==> config.mk <==
export PLATFORM = sky130hd
export DESIGN_NAME = battery_charge_load_controller
export DESIGN_NICKNAME = d
export VERILOG_FILES = /design/src/rtl/core/bclc_pkg.sv /design/src/rtl/core/battery_charge_load_controller.sv /design/src/rtl/core/bclc_ram.sv /design/src/rtl/core/bclc_front.sv /design/src/rtl/core/bclc_queue.sv /design/src/rtl/core/bclc_back.sv
export SDC_FILE = /design/constraint.sdc
export NUM_CORES = 2
export LEC_CHECK = 0
export BUFFER_PORTS_ARGS = -buffer_cell sky130_fd_sc_hd__buf_2
export CAP_MARGIN = 20
export CORE_MARGIN = 8
export CORE_UTILIZATION = 54
export DETAILED_ROUTE_END_ITERATION = 10
export PLACE_DENSITY = 0.74
export SLEW_MARGIN = 20
export SYNTH_ARGS = -nofsm -noshare
export SYNTH_HDL_FRONTEND = slang
export SYNTH_HIERARCHICAL = 1
export SYNTH_SLANG_ARGS = --single-unit
==> constraint.sdc <==
create_clock -name clk -period 9.95 [get_ports clk]
set_input_delay 1.4925 -clock clk [delete_from_list [all_inputs] [get_ports clk]]
set_output_delay 1.4925 -clock clk [all_outputs]
set_load 0.05 [all_outputs]
==> src/rtl/core/bclc_pkg.sv <==
`timescale 1ns / 1ps
// Shared types and constants of the battery charge and load controller.
package bclc_pkg;

  localparam int RAW_W     = 12;
  localparam int VAL_W     = 15;
  localparam int DUTY_W    = 12;
  localparam int MA_W      = 12;
  localparam int WAIT_W    = 9;
  localparam int CFG_IDX_W = 3;
  localparam int CFG_DAT_W = 12;

  // ADC scaling: val = (raw * M) >> SCALE_SHIFT, M = ceil(num * 2^SCALE_SHIFT / den)
  localparam int SCALE_SHIFT = 22;
  localparam int SCALE_M_W   = 25;
  localparam int PROD_W      = RAW_W + SCALE_M_W;
  localparam logic [SCALE_M_W-1:0] SCALE_M_V = SCALE_M_W'(
    (64'd4270 * (64'd1 << SCALE_SHIFT) + 64'd891) / 64'd892);
  localparam logic [SCALE_M_W-1:0] SCALE_M_C = SCALE_M_W'(
    (64'd3030 * (64'd1 << SCALE_SHIFT) + 64'd3579) / 64'd3580);
  localparam logic [SCALE_M_W-1:0] SCALE_M_D = SCALE_M_W'(
    (64'd1000 * (64'd1 << SCALE_SHIFT) + 64'd1899) / 64'd1900);

  // queue depth, power of two
  localparam int QUEUE_DEPTH = 2;
  localparam int QPTR_W      = $clog2(QUEUE_DEPTH);

  localparam logic [1:0] MODE_IDLE   = 2'd0;
  localparam logic [1:0] MODE_CHARGE = 2'd1;
  localparam logic [1:0] MODE_OFF    = 2'd2;
  localparam logic [1:0] MODE_LOAD   = 2'd3;

  localparam logic [1:0] KIND_NONE      = 2'd0;
  localparam logic [1:0] KIND_LITHIUM   = 2'd1;
  localparam logic [1:0] KIND_LEAD      = 2'd2;
  localparam logic [1:0] KIND_DISCHARGE = 2'd3;

  localparam logic [CFG_IDX_W-1:0] CFG_PWM_PERIOD    = 3'd0;
  localparam logic [CFG_IDX_W-1:0] CFG_CHARGE_TARGET = 3'd1;
  localparam logic [CFG_IDX_W-1:0] CFG_LOAD_TARGET   = 3'd2;
  localparam logic [CFG_IDX_W-1:0] CFG_CV_HOLD       = 3'd3;
  localparam logic [CFG_IDX_W-1:0] CFG_SLA_HOLD      = 3'd4;
  localparam logic [CFG_IDX_W-1:0] CFG_DETECT_WAIT   = 3'd5;

  localparam logic [DUTY_W-1:0] RST_PWM_PERIOD    = 12'd2400;
  localparam logic [MA_W-1:0]   RST_CHARGE_TARGET = 12'd1000;
  localparam logic [MA_W-1:0]   RST_LOAD_TARGET   = 12'd1000;
  localparam logic [DUTY_W-1:0] RST_CV_HOLD       = 12'd440;
  localparam logic [DUTY_W-1:0] RST_SLA_HOLD      = 12'd1450;
  localparam logic [WAIT_W-1:0] RST_DETECT_WAIT   = 9'd500;

  localparam logic [DUTY_W-1:0] CAP_OFFSET = 12'd1400;
  localparam logic [VAL_W-1:0]  V_DEAD     = 15'd1000;
  localparam logic [VAL_W-1:0]  I_DEAD     = 15'd200;
  localparam logic [VAL_W-1:0]  V_CC_MAX   = 15'd4000;
  localparam logic [VAL_W-1:0]  V_CV_LO    = 15'd4880;
  localparam logic [VAL_W-1:0]  V_CV_HI    = 15'd5000;
  localparam logic [VAL_W-1:0]  V_LI_MAX   = 15'd9000;
  localparam logic [VAL_W-1:0]  V_SLA_HI   = 15'd14778;
  localparam logic [VAL_W-1:0]  V_DETECT   = 15'd2000;
  localparam logic [VAL_W-1:0]  I_DETECT   = 15'd100;

  typedef struct packed {
    logic [DUTY_W-1:0] pwm_period;
    logic [MA_W-1:0]   charge_target;
    logic [MA_W-1:0]   load_target;
    logic [DUTY_W-1:0] cv_hold;
    logic [DUTY_W-1:0] sla_hold;
    logic [WAIT_W-1:0] detect_wait;
  } cfg_t;

  typedef struct packed {
    logic [VAL_W-1:0] volt;
    logic [VAL_W-1:0] chg;
    logic [VAL_W-1:0] dis;
    logic [1:0]       mode;
    logic             clr_load;
    logic             clr_chg;
  } item_t;

  typedef struct packed {
    logic [DUTY_W-1:0] charge_duty;
    logic [DUTY_W-1:0] load_duty;
    logic              present;
    logic [VAL_W-1:0]  avg_mv;
    logic [MA_W-1:0]   avg_chg;
    logic [MA_W-1:0]   avg_dis;
    logic [1:0]        kind;
  } result_t;

endpackage

==> src/rtl/core/battery_charge_load_controller.sv <==
`timescale 1ns / 1ps
// Top level of the battery charge and load controller.
//
// Channel  Direction  Handshake              Payload
// in       input      in_valid / in_ready    in_mode, in_raw_voltage, in_raw_*_current
// out      output     out_valid / out_ready  out_charge_duty .. out_display_kind
// cfg      input      cfg_valid / cfg_ready  cfg_index, cfg_data (always ready)
//
// The ring RAM reads the old sample and then writes the new one for each item,
// so the back end takes a new item only after it has written the last one.
// Reset is synchronous; a fill flag makes unwritten ring slots read as zero,
// so there is no clearing pass and in_ready is high right after reset.
// A stalled output backs up through the result register, the averaging stage,
// the queue and the front register before in_ready drops.
module battery_charge_load_controller #(
  parameter int WINDOW_LOG2 = 6
) (
  input  logic                              clk,
  input  logic                              rst_n,
  input  logic                              in_valid,
  output logic                              in_ready,
  input  logic [1:0]                        in_mode,
  input  logic [bclc_pkg::RAW_W-1:0]        in_raw_voltage,
  input  logic [bclc_pkg::RAW_W-1:0]        in_raw_charge_current,
  input  logic [bclc_pkg::RAW_W-1:0]        in_raw_discharge_current,
  output logic                              out_valid,
  input  logic                              out_ready,
  output logic [bclc_pkg::DUTY_W-1:0]       out_charge_duty,
  output logic [bclc_pkg::DUTY_W-1:0]       out_load_duty,
  output logic                              out_battery_present,
  output logic [bclc_pkg::VAL_W-1:0]        out_avg_millivolts,
  output logic [bclc_pkg::MA_W-1:0]         out_avg_charge_ma,
  output logic [bclc_pkg::MA_W-1:0]         out_avg_discharge_ma,
  output logic [1:0]                        out_display_kind,
  input  logic                              cfg_valid,
  output logic                              cfg_ready,
  input  logic [bclc_pkg::CFG_IDX_W-1:0]    cfg_index,
  input  logic [bclc_pkg::CFG_DAT_W-1:0]    cfg_data
);
  import bclc_pkg::*;

  cfg_t    cfg_r;
  item_t   q_in, q_head;
  result_t res;
  logic    q_push, q_pop, q_full, q_empty;
  logic    cfg_fire;

  assign cfg_ready = 1'b1;
  assign cfg_fire  = cfg_valid && cfg_ready;

  always_ff @(posedge clk) begin
    if (!rst_n) begin
      cfg_r.pwm_period    <= RST_PWM_PERIOD;
      cfg_r.charge_target <= RST_CHARGE_TARGET;
      cfg_r.load_target   <= RST_LOAD_TARGET;
      cfg_r.cv_hold       <= RST_CV_HOLD;
      cfg_r.sla_hold      <= RST_SLA_HOLD;
      cfg_r.detect_wait   <= RST_DETECT_WAIT;
    end else if (cfg_fire) begin
      case (cfg_index)
        CFG_PWM_PERIOD:    cfg_r.pwm_period    <= cfg_data;
        CFG_CHARGE_TARGET: cfg_r.charge_target <= cfg_data;
        CFG_LOAD_TARGET:   cfg_r.load_target   <= cfg_data;
        CFG_CV_HOLD:       cfg_r.cv_hold       <= cfg_data;
        CFG_SLA_HOLD:      cfg_r.sla_hold      <= cfg_data;
        CFG_DETECT_WAIT:   cfg_r.detect_wait   <= cfg_data[WAIT_W-1:0];
        default: ;
      endcase
    end
  end

  bclc_front u_front (
    .clk                      (clk),
    .rst_n                    (rst_n),
    .in_valid                 (in_valid),
    .in_ready                 (in_ready),
    .in_mode                  (in_mode),
    .in_raw_voltage           (in_raw_voltage),
    .in_raw_charge_current    (in_raw_charge_current),
    .in_raw_discharge_current (in_raw_discharge_current),
    .q_full                   (q_full),
    .q_push                   (q_push),
    .q_item                   (q_in)
  );

  bclc_queue u_queue (
    .clk       (clk),
    .rst_n     (rst_n),
    .push      (q_push),
    .push_item (q_in),
    .pop       (q_pop),
    .full      (q_full),
    .empty     (q_empty),
    .head      (q_head)
  );

  bclc_back #(
    .WINDOW_LOG2 (WINDOW_LOG2)
  ) u_back (
    .clk       (clk),
    .rst_n     (rst_n),
    .cfg       (cfg_r),
    .q_empty   (q_empty),
    .q_head    (q_head),
    .q_pop     (q_pop),
    .out_ready (out_ready),
    .out_valid (out_valid),
    .out_res   (res)
  );

  assign out_charge_duty      = res.charge_duty;
  assign out_load_duty        = res.load_duty;
  assign out_battery_present  = res.present;
  assign out_avg_millivolts   = res.avg_mv;
  assign out_avg_charge_ma    = res.avg_chg;
  assign out_avg_discharge_ma = res.avg_dis;
  assign out_display_kind     = res.kind;

endmodule

==> src/rtl/core/bclc_ram.sv <==
`timescale 1ns / 1ps
// Generic simple dual-port RAM with registered read.
module bclc_ram #(
  parameter int WIDTH = 45,
  parameter int DEPTH = 64
) (
  input  logic                     clk,
  input  logic                     wr_en,
  input  logic [$clog2(DEPTH)-1:0] wr_addr,
  input  logic [WIDTH-1:0]         wr_data,
  input  logic                     rd_en,
  input  logic [$clog2(DEPTH)-1:0] rd_addr,
  output logic [WIDTH-1:0]         rd_data
);

  logic [WIDTH-1:0] mem [DEPTH];
  logic [WIDTH-1:0] rd_data_r;

  always_ff @(posedge clk) begin
    if (wr_en) begin
      mem[wr_addr] <= wr_data;
    end
    if (rd_en) begin
      rd_data_r <= mem[rd_addr];
    end
  end

  assign rd_data = rd_data_r;

endmodule

==> src/rtl/core/bclc_front.sv <==
`timescale 1ns / 1ps
// Front end: accepts items, scales ADC samples, classifies mode entry.
module bclc_front (
  input  logic                    clk,
  input  logic                    rst_n,
  input  logic                    in_valid,
  output logic                    in_ready,
  input  logic [1:0]              in_mode,
  input  logic [bclc_pkg::RAW_W-1:0] in_raw_voltage,
  input  logic [bclc_pkg::RAW_W-1:0] in_raw_charge_current,
  input  logic [bclc_pkg::RAW_W-1:0] in_raw_discharge_current,
  input  logic                    q_full,
  output logic                    q_push,
  output bclc_pkg::item_t         q_item
);
  import bclc_pkg::*;

  logic              f_vld_r, f_vld_nxt;
  logic [1:0]        last_mode_r, last_mode_nxt;
  logic [1:0]        f_mode_r;
  logic              f_clr_load_r, f_clr_chg_r;
  logic [PROD_W-1:0] prod_v_r, prod_c_r, prod_d_r;
  logic              in_fire;
  logic              mode_chg;

  assign in_ready = !f_vld_r || !q_full;
  assign in_fire  = in_valid && in_ready;
  assign q_push   = f_vld_r && !q_full;
  assign mode_chg = (in_mode != last_mode_r);

  always_comb begin
    f_vld_nxt = f_vld_r;
    if (q_push) begin
      f_vld_nxt = 1'b0;
    end
    if (in_fire) begin
      f_vld_nxt = 1'b1;
    end
    last_mode_nxt = in_fire ? in_mode : last_mode_r;
  end

  always_ff @(posedge clk) begin
    if (!rst_n) begin
      f_vld_r     <= 1'b0;
      last_mode_r <= MODE_IDLE;
    end else begin
      f_vld_r     <= f_vld_nxt;
      last_mode_r <= last_mode_nxt;
    end
    if (in_fire) begin
      f_mode_r     <= in_mode;
      f_clr_load_r <= mode_chg && (in_mode == MODE_IDLE);
      f_clr_chg_r  <= mode_chg && (in_mode == MODE_OFF);
      prod_v_r     <= PROD_W'(in_raw_voltage) * PROD_W'(SCALE_M_V);
      prod_c_r     <= PROD_W'(in_raw_charge_current) * PROD_W'(SCALE_M_C);
      prod_d_r     <= PROD_W'(in_raw_discharge_current) * PROD_W'(SCALE_M_D);
    end
  end

  always_comb begin
    q_item.volt     = prod_v_r[SCALE_SHIFT +: VAL_W];
    q_item.chg      = prod_c_r[SCALE_SHIFT +: VAL_W];
    q_item.dis      = prod_d_r[SCALE_SHIFT +: VAL_W];
    q_item.mode     = f_mode_r;
    q_item.clr_load = f_clr_load_r;
    q_item.clr_chg  = f_clr_chg_r;
  end

endmodule

==> src/rtl/core/bclc_queue.sv <==
`timescale 1ns / 1ps
// Short item queue between front end and back end.
module bclc_queue (
  input  logic            clk,
  input  logic            rst_n,
  input  logic            push,
  input  bclc_pkg::item_t push_item,
  input  logic            pop,
  output logic            full,
  output logic            empty,
  output bclc_pkg::item_t head
);
  import bclc_pkg::*;

  item_t             mem_r [QUEUE_DEPTH];
  logic [QPTR_W-1:0] wr_ptr_r, wr_ptr_nxt;
  logic [QPTR_W-1:0] rd_ptr_r, rd_ptr_nxt;
  logic [QPTR_W:0]   count_r, count_nxt;
  logic              do_push, do_pop;

  assign full    = (count_r == (QPTR_W + 1)'(QUEUE_DEPTH));
  assign empty   = (count_r == '0);
  assign do_push = push && !full;
  assign do_pop  = pop && !empty;
  assign head    = mem_r[rd_ptr_r];

  always_comb begin
    wr_ptr_nxt = do_push ? wr_ptr_r + 1'b1 : wr_ptr_r;
    rd_ptr_nxt = do_pop ? rd_ptr_r + 1'b1 : rd_ptr_r;
    count_nxt  = count_r;
    case ({do_push, do_pop})
      2'b10:   count_nxt = count_r + 1'b1;
      2'b01:   count_nxt = count_r - 1'b1;
      default: count_nxt = count_r;
    endcase
  end

  always_ff @(posedge clk) begin
    if (!rst_n) begin
      wr_ptr_r <= '0;
      rd_ptr_r <= '0;
      count_r  <= '0;
    end else begin
      wr_ptr_r <= wr_ptr_nxt;
      rd_ptr_r <= rd_ptr_nxt;
      count_r  <= count_nxt;
    end
    if (do_push) begin
      mem_r[wr_ptr_r] <= push_item;
    end
  end

endmodule

==> src/rtl/core/bclc_back.sv <==
`timescale 1ns / 1ps
// Back end: averaging ring, charger and load duty stepping, result register.
module bclc_back #(
  parameter int WINDOW_LOG2 = 6
) (
  input  logic              clk,
  input  logic              rst_n,
  input  bclc_pkg::cfg_t    cfg,
  input  logic              q_empty,
  input  bclc_pkg::item_t   q_head,
  output logic              q_pop,
  input  logic              out_ready,
  output logic              out_valid,
  output bclc_pkg::result_t out_res
);
  import bclc_pkg::*;

  localparam int DEPTH = 1 << WINDOW_LOG2;
  localparam int SUM_W = VAL_W + WINDOW_LOG2;
  localparam int RAM_W = 3 * VAL_W;

  typedef enum logic {PH_READ, PH_WRITE} phase_t;

  phase_t                 phase_r, phase_nxt;
  logic [WINDOW_LOG2-1:0] pos_r, pos_nxt;
  logic                   filled_r, filled_nxt;
  logic [SUM_W-1:0]       sum_v_r, sum_c_r, sum_d_r;
  logic [SUM_W-1:0]       sum_v_nxt, sum_c_nxt, sum_d_nxt;

  logic                   s2_vld_r, s2_vld_nxt;
  logic [1:0]             s2_mode_r;
  logic                   s2_clr_load_r, s2_clr_chg_r;
  logic [VAL_W-1:0]       s2_avg_v_r, s2_avg_i_r, s2_avg_d_r;

  logic [DUTY_W-1:0]      charger_r, charger_nxt;
  logic [DUTY_W-1:0]      load_r, load_nxt;
  logic                   det_r, det_nxt;
  logic [WAIT_W-1:0]      wait_r, wait_nxt;
  logic [1:0]             kind;
  logic [DUTY_W-1:0]      cap;

  logic                   out_vld_r, out_vld_nxt;
  result_t                out_res_r;

  logic                   rd_en;
  logic [RAM_W-1:0]       rd_data, wr_data;
  logic [VAL_W-1:0]       old_v, old_c, old_d;
  logic                   c_fire, s2_free;

  bclc_ram #(
    .WIDTH (RAM_W),
    .DEPTH (DEPTH)
  ) u_ring (
    .clk     (clk),
    .wr_en   (q_pop),
    .wr_addr (pos_r),
    .wr_data (wr_data),
    .rd_en   (rd_en),
    .rd_addr (pos_r),
    .rd_data (rd_data)
  );

  assign c_fire  = s2_vld_r && (!out_vld_r || out_ready);
  assign s2_free = !s2_vld_r || c_fire;
  assign rd_en   = (phase_r == PH_READ) && !q_empty;
  assign q_pop   = (phase_r == PH_WRITE) && s2_free;
  assign wr_data = {q_head.volt, q_head.chg, q_head.dis};

  // slots not yet written in the first pass read as zero
  assign old_v = filled_r ? rd_data[2*VAL_W +: VAL_W] : '0;
  assign old_c = filled_r ? rd_data[VAL_W +: VAL_W] : '0;
  assign old_d = filled_r ? rd_data[0 +: VAL_W] : '0;

  always_comb begin
    phase_nxt  = phase_r;
    pos_nxt    = pos_r;
    filled_nxt = filled_r;
    sum_v_nxt  = sum_v_r - SUM_W'(old_v) + SUM_W'(q_head.volt);
    sum_c_nxt  = sum_c_r - SUM_W'(old_c) + SUM_W'(q_head.chg);
    sum_d_nxt  = sum_d_r - SUM_W'(old_d) + SUM_W'(q_head.dis);
    s2_vld_nxt = c_fire ? 1'b0 : s2_vld_r;
    case (phase_r)
      PH_READ: begin
        if (rd_en) begin
          phase_nxt = PH_WRITE;
        end
      end
      PH_WRITE: begin
        if (q_pop) begin
          phase_nxt  = PH_READ;
          pos_nxt    = pos_r + 1'b1;
          filled_nxt = filled_r || (pos_r == '1);
          s2_vld_nxt = 1'b1;
        end
      end
      default: phase_nxt = PH_READ;
    endcase
  end

  always_comb begin
    cap         = (cfg.pwm_period > CAP_OFFSET) ? cfg.pwm_period - CAP_OFFSET : '0;
    charger_nxt = s2_clr_chg_r ? '0 : charger_r;
    load_nxt    = s2_clr_load_r ? '0 : load_r;
    det_nxt     = det_r;
    wait_nxt    = wait_r;
    kind        = KIND_NONE;
    case (s2_mode_r)
      MODE_CHARGE: begin
        if (s2_avg_v_r < V_DEAD && s2_avg_i_r < I_DEAD) begin
          charger_nxt = '0;
        end
        if (det_r) begin
          if (s2_avg_v_r < V_LI_MAX) begin
            if (charger_nxt < cap && s2_avg_v_r < V_CC_MAX) begin
              if (s2_avg_i_r < VAL_W'(cfg.charge_target)) begin
                charger_nxt = charger_nxt + 1'b1;
              end else if (s2_avg_i_r > VAL_W'(cfg.charge_target) &&
                           charger_nxt != '0) begin
                charger_nxt = charger_nxt - 1'b1;
              end
            end
            if (s2_avg_v_r >= V_CV_LO && s2_avg_v_r < V_CV_HI) begin
              charger_nxt = cfg.cv_hold;
            end
            kind = KIND_LITHIUM;
          end
          if (s2_avg_v_r > V_LI_MAX) begin
            if (s2_avg_v_r < V_SLA_HI) begin
              charger_nxt = cfg.sla_hold;
            end
            kind = KIND_LEAD;
          end
        end
        if (s2_avg_i_r == '0 && s2_avg_v_r < V_DETECT) begin
          charger_nxt = '0;
          wait_nxt    = cfg.detect_wait;
          det_nxt     = 1'b0;
        end else if (wait_r != '0) begin
          wait_nxt = wait_r - 1'b1;
        end else if (s2_avg_v_r > V_DETECT && s2_avg_i_r < I_DETECT) begin
          det_nxt = 1'b1;
        end
      end
      MODE_LOAD: begin
        if (s2_avg_d_r < VAL_W'(cfg.load_target) && load_nxt < cfg.pwm_period) begin
          load_nxt = load_nxt + 1'b1;
        end else if (s2_avg_d_r > VAL_W'(cfg.load_target) && load_nxt != '0) begin
          load_nxt = load_nxt - 1'b1;
        end
        kind = KIND_DISCHARGE;
      end
      default: kind = KIND_NONE;
    endcase
    out_vld_nxt = c_fire ? 1'b1 : (out_ready ? 1'b0 : out_vld_r);
  end

  always_ff @(posedge clk) begin
    if (!rst_n) begin
      phase_r   <= PH_READ;
      pos_r     <= '0;
      filled_r  <= 1'b0;
      sum_v_r   <= '0;
      sum_c_r   <= '0;
      sum_d_r   <= '0;
      s2_vld_r  <= 1'b0;
      charger_r <= '0;
      load_r    <= '0;
      det_r     <= 1'b0;
      wait_r    <= '0;
      out_vld_r <= 1'b0;
    end else begin
      phase_r  <= phase_nxt;
      pos_r    <= pos_nxt;
      filled_r <= filled_nxt;
      s2_vld_r <= s2_vld_nxt;
      out_vld_r <= out_vld_nxt;
      if (q_pop) begin
        sum_v_r <= sum_v_nxt;
        sum_c_r <= sum_c_nxt;
        sum_d_r <= sum_d_nxt;
      end
      if (c_fire) begin
        charger_r <= charger_nxt;
        load_r    <= load_nxt;
        det_r     <= det_nxt;
        wait_r    <= wait_nxt;
      end
    end
    if (q_pop) begin
      s2_mode_r     <= q_head.mode;
      s2_clr_load_r <= q_head.clr_load;
      s2_clr_chg_r  <= q_head.clr_chg;
      s2_avg_v_r    <= sum_v_nxt[WINDOW_LOG2 +: VAL_W];
      s2_avg_i_r    <= sum_c_nxt[WINDOW_LOG2 +: VAL_W];
      s2_avg_d_r    <= sum_d_nxt[WINDOW_LOG2 +: VAL_W];
    end
    if (c_fire) begin
      out_res_r.charge_duty <= charger_nxt;
      out_res_r.load_duty   <= load_nxt;
      out_res_r.present     <= det_nxt;
      out_res_r.avg_mv      <= s2_avg_v_r;
      out_res_r.avg_chg     <= s2_avg_i_r[MA_W-1:0];
      out_res_r.avg_dis     <= s2_avg_d_r[MA_W-1:0];
      out_res_r.kind        <= kind;
    end
  end

  assign out_valid = out_vld_r;
  assign out_res   = out_res_r;

endmodule

==> metrics <==
static leakage ~55 nW; TritonRoute pass-1 iters 6; hold depth 0; Seq cells post-synth roughly 3.4k; Final Hold Vio Count 0; I/O pin count about 130; synth unique cells roughly 110; minimum clock period slightly above 6 ns; Final Skew about 0.11 ns; largest net degree at the start of global routing 123; final setup violation count 0; placed cell area ~150000 um^2; Slew headroom about 17%; M1 WL 141.2 mm; Crit Reg-Reg Endpoint u_back/sum_c_r[15]$_SDFFE_PN0P_; HPWL Detailed 224.0 mm; Hold Crit Class register to register; ANT nets after route 0; Critical Path Fanout Max 65; share of cells above drive strength 1 around 20%; leading post-synthesis cells by cell area edfxtp_1 66%, mux4_2 11%, ha_1 3.6%, fa_1 3.6%, dfxtp_1 2.5%; Initial Utilization between 50% and 60%; crit end category register; vias in the first global route around 81k; worst hold start u_front/prod_v_r[27]$_DFFE_PP_; post-synth top area cell edfxtp_1; initial antenna violation count 19; post-layout util roughly 60%; cell area after synthesis about 150000 um^2; area grow syn2layout 10.96%; row count 190; Synth top cells by count 3181 x edfxtp_1, 706 x mux4_2, 688 x inv_1; 1st-iter DRT viols 10.83k; FFs w/ async S/R, synth 0%; Avg Cell Area, Syn ~18 um^2; vias roughly 80k; Root Buffer clkbuf_16; wire length on met3 ~47 mm; Met2 Wirelength around 180 mm; Arr. time, crit path roughly 7.1 ns; Clock Sinks 3365; drt total wl around 380 mm; global route overflow 0; status completed; CTS tree done; cts hold-fix bufs 0; die area around 290000 um^2; Worst VDD drop between 200 and 250 uV; Die Ht ~540 um; worst slack at placement around 3 ns; cts bufs inserted 338; Routed wire per std cell 31.12 um; Max Clk Rate about 160 MHz; hold path endpoint u_queue/mem_r[0][39]$_DFFE_PP_; final worst-path cycle share a little over three fifths; RSZ-0062 raised after global routing false; Via density roughly 6.5; kind of critical path register to register; Crit path required time between 10 and 15 ns; drt drc 0; post-CTS setup buffers 0; port bufs 125; crit path launch type register; Synth top area share 65.59%; Max Cap Viol 0; DIE WIDTH around 540 um; Pins Over Slew Limit 0; GPL Wtd Cong ~0.90; Pwr Density about 230 nW/um^2; Synth Flop Type edfxtp_1; CTS clk-pin slew, worst paths approximately 0.06 ns; cells on worst reg2reg path 16; DR top layer met5; first-pass GRT wire length roughly 550 mm; Nets about 9k; worst slew pin tran roughly 1.2 ns; design area 161600 um^2; reg2reg setup slack about 3.7 ns; post-route worst setup slack approximately 3.7 ns; Tot GR Track Use roughly a quarter; sequential share of the synthesized area 68.12%; number of flops mapped to enable cells by yosys 3181; Non-Filler Instances 12.34k; Post-Syn Instances 8228; most common cell in the netlist edfxtp_1; synth warn 6; core box area 268200 um^2; CTS H-tree lvls 5; setup tns final 0 ns; clock tree buffer depth 4; dpl cells between 10k and 15k; clock latency on the worst-skew pair 1.00 ns; cts repair resizes 0
state kept, by name (all words and copies together) (netlist names), 9 cells and up, named ones only:
name                   count
u_back/s2_avg_d_r         15
u_front/prod_v_r          15
u_back/u_ring/rd_data     45
u_back/wait_r              9
u_back/u_ring/mem       2880
u_back/s2_avg_i_r         15
u_front/prod_c_r          12
u_back/charger_r          12
u_back/out_res            66
u_back/load_r             12
u_back/s2_avg_v_r         15
u_back/sum_v_r            21
u_back/sum_c_r            21
u_queue/mem_r             98
u_back/sum_d_r            21
cfg_r                     69
u_front/prod_d_r          12
logic make-up after synthesis:
family | after synthesis | synth area share, %
other cells | 2 | 0.005157
xor+xnor | 113 | 0.6796
compound gates | 1014 | 4.822
simple gates | 1081 | 3.650
buf+inv | 1053 | 3.081
fa+ha+maj | 681 | 7.191
flops | 3365 | 68.12
mux | 919 | 12.45
report_power, final:
group / internal (W) / total [W] / leakage [nW] / switching [W]
sequential: 0.0166 / 0.0168 / 30.2 / 0.000274
clock: 0.00721 / 0.0124 / 5.20 / 0.00523
combinational: 0.00312 / 0.00791 / 19.2 / 0.00478
layout make-up:
cell class / instances / area, um^2
sequential: 3365 / 99220
clock inverter: 176 / 1705
tap: 3552 / 4444
antenna: 13 / 32.53
fill: 18730 / 106600
timing repair buffer: 310 / 2117
inverter: 693 / 2606
multi-input combinational: 3815 / 42520
clock buffer: 411 / 8952
through the flow:
step	hold WS, ns	total power [W]
finish	0.4095	0.03720
global route	0.4342	0.03864
CTS	0.4100	0.03731
detailed placement	0.4296	0.02499
global placement	0.4214	0.02474
floorplan	0.4206	0.02278
worst max-delay path: stages, from the launching register on:
cell       delay [ns]
dfxtp_2          0.85
buf_4            0.40
mux2_2           0.21
buf_4            0.54
inv_1            0.18
fa_1             0.62
inv_1            0.06
ha_1             0.30
a21o_1           0.21
a21o_1           0.23
a2111oi_0        0.70
nor3_1           0.20
o41ai_1          0.55
nor2_1           0.10
o311ai_0         0.63
nand2_1          0.11
a21oi_1          0.17
how the worst max path moves through the flow:
stage                      startpoint                                  to  slack [ns]  depth (start not counted)
floorplan                   out_ready  u_back/u_ring/mem[48][0]$_DFFE_PP_        2.14                          9
global placement    in_raw_voltage[9]      u_front/prod_v_r[36]$_DFFE_PP_        3.05                         18
detailed placement  in_raw_voltage[9]      u_front/prod_v_r[36]$_DFFE_PP_        3.00                         18
CTS                          register     u_back/sum_c_r[15]$_SDFFE_PN0P_        3.92                         16
global route                 register     u_back/sum_c_r[15]$_SDFFE_PN0P_        3.45                         16
finish                       register     u_back/sum_c_r[15]$_SDFFE_PN0P_        3.72                         16
layout by cell type (no fill, tap or decap), types with 21 or more instances in the layout:
| master | n |
|---|---|
| a211oi_1 | 47 |
| and2_1 | 64 |
| o22ai_1 | 121 |
| buf_2 | 124 |
| clkbuf_1 | 60 |
| mux4_2 | 706 |
| bufinv_16 | 32 |
| nor2_1 | 226 |
| nand4_1 | 22 |
| ha_1 | 421 |
| a31oi_1 | 22 |
| or3_1 | 22 |
| nand3_1 | 66 |
| o21ai_0 | 99 |
| a221oi_1 | 86 |
| a21o_1 | 45 |
| fa_1 | 260 |
| clkinv_1 | 66 |
| buf_4 | 178 |
| o221ai_1 | 28 |
| nand2b_1 | 32 |
| nor2b_1 | 84 |
| dfxtp_1 | 178 |
| o21a_1 | 31 |
| a21oi_1 | 244 |
| a22o_1 | 54 |
| a22oi_1 | 75 |
| edfxtp_1 | 3181 |
| xor2_1 | 36 |
| clkbuf_16 | 346 |
| xnor2_1 | 77 |
| clkinv_2 | 56 |
| inv_1 | 686 |
| nor4_1 | 21 |
| nor2_4 | 65 |
| mux2_2 | 75 |
| nand2_1 | 306 |
| mux2i_1 | 136 |
| nor3_1 | 57 |
metal layers:
metal	up-vias	GRT usage [%]
met5	-	0
met2	5085	42.47
met3	837	5.999
met1	41220	35.72
li1	32780	-
met4	2	9.145
Note: power is estimated with default switching activity, not from simulation.
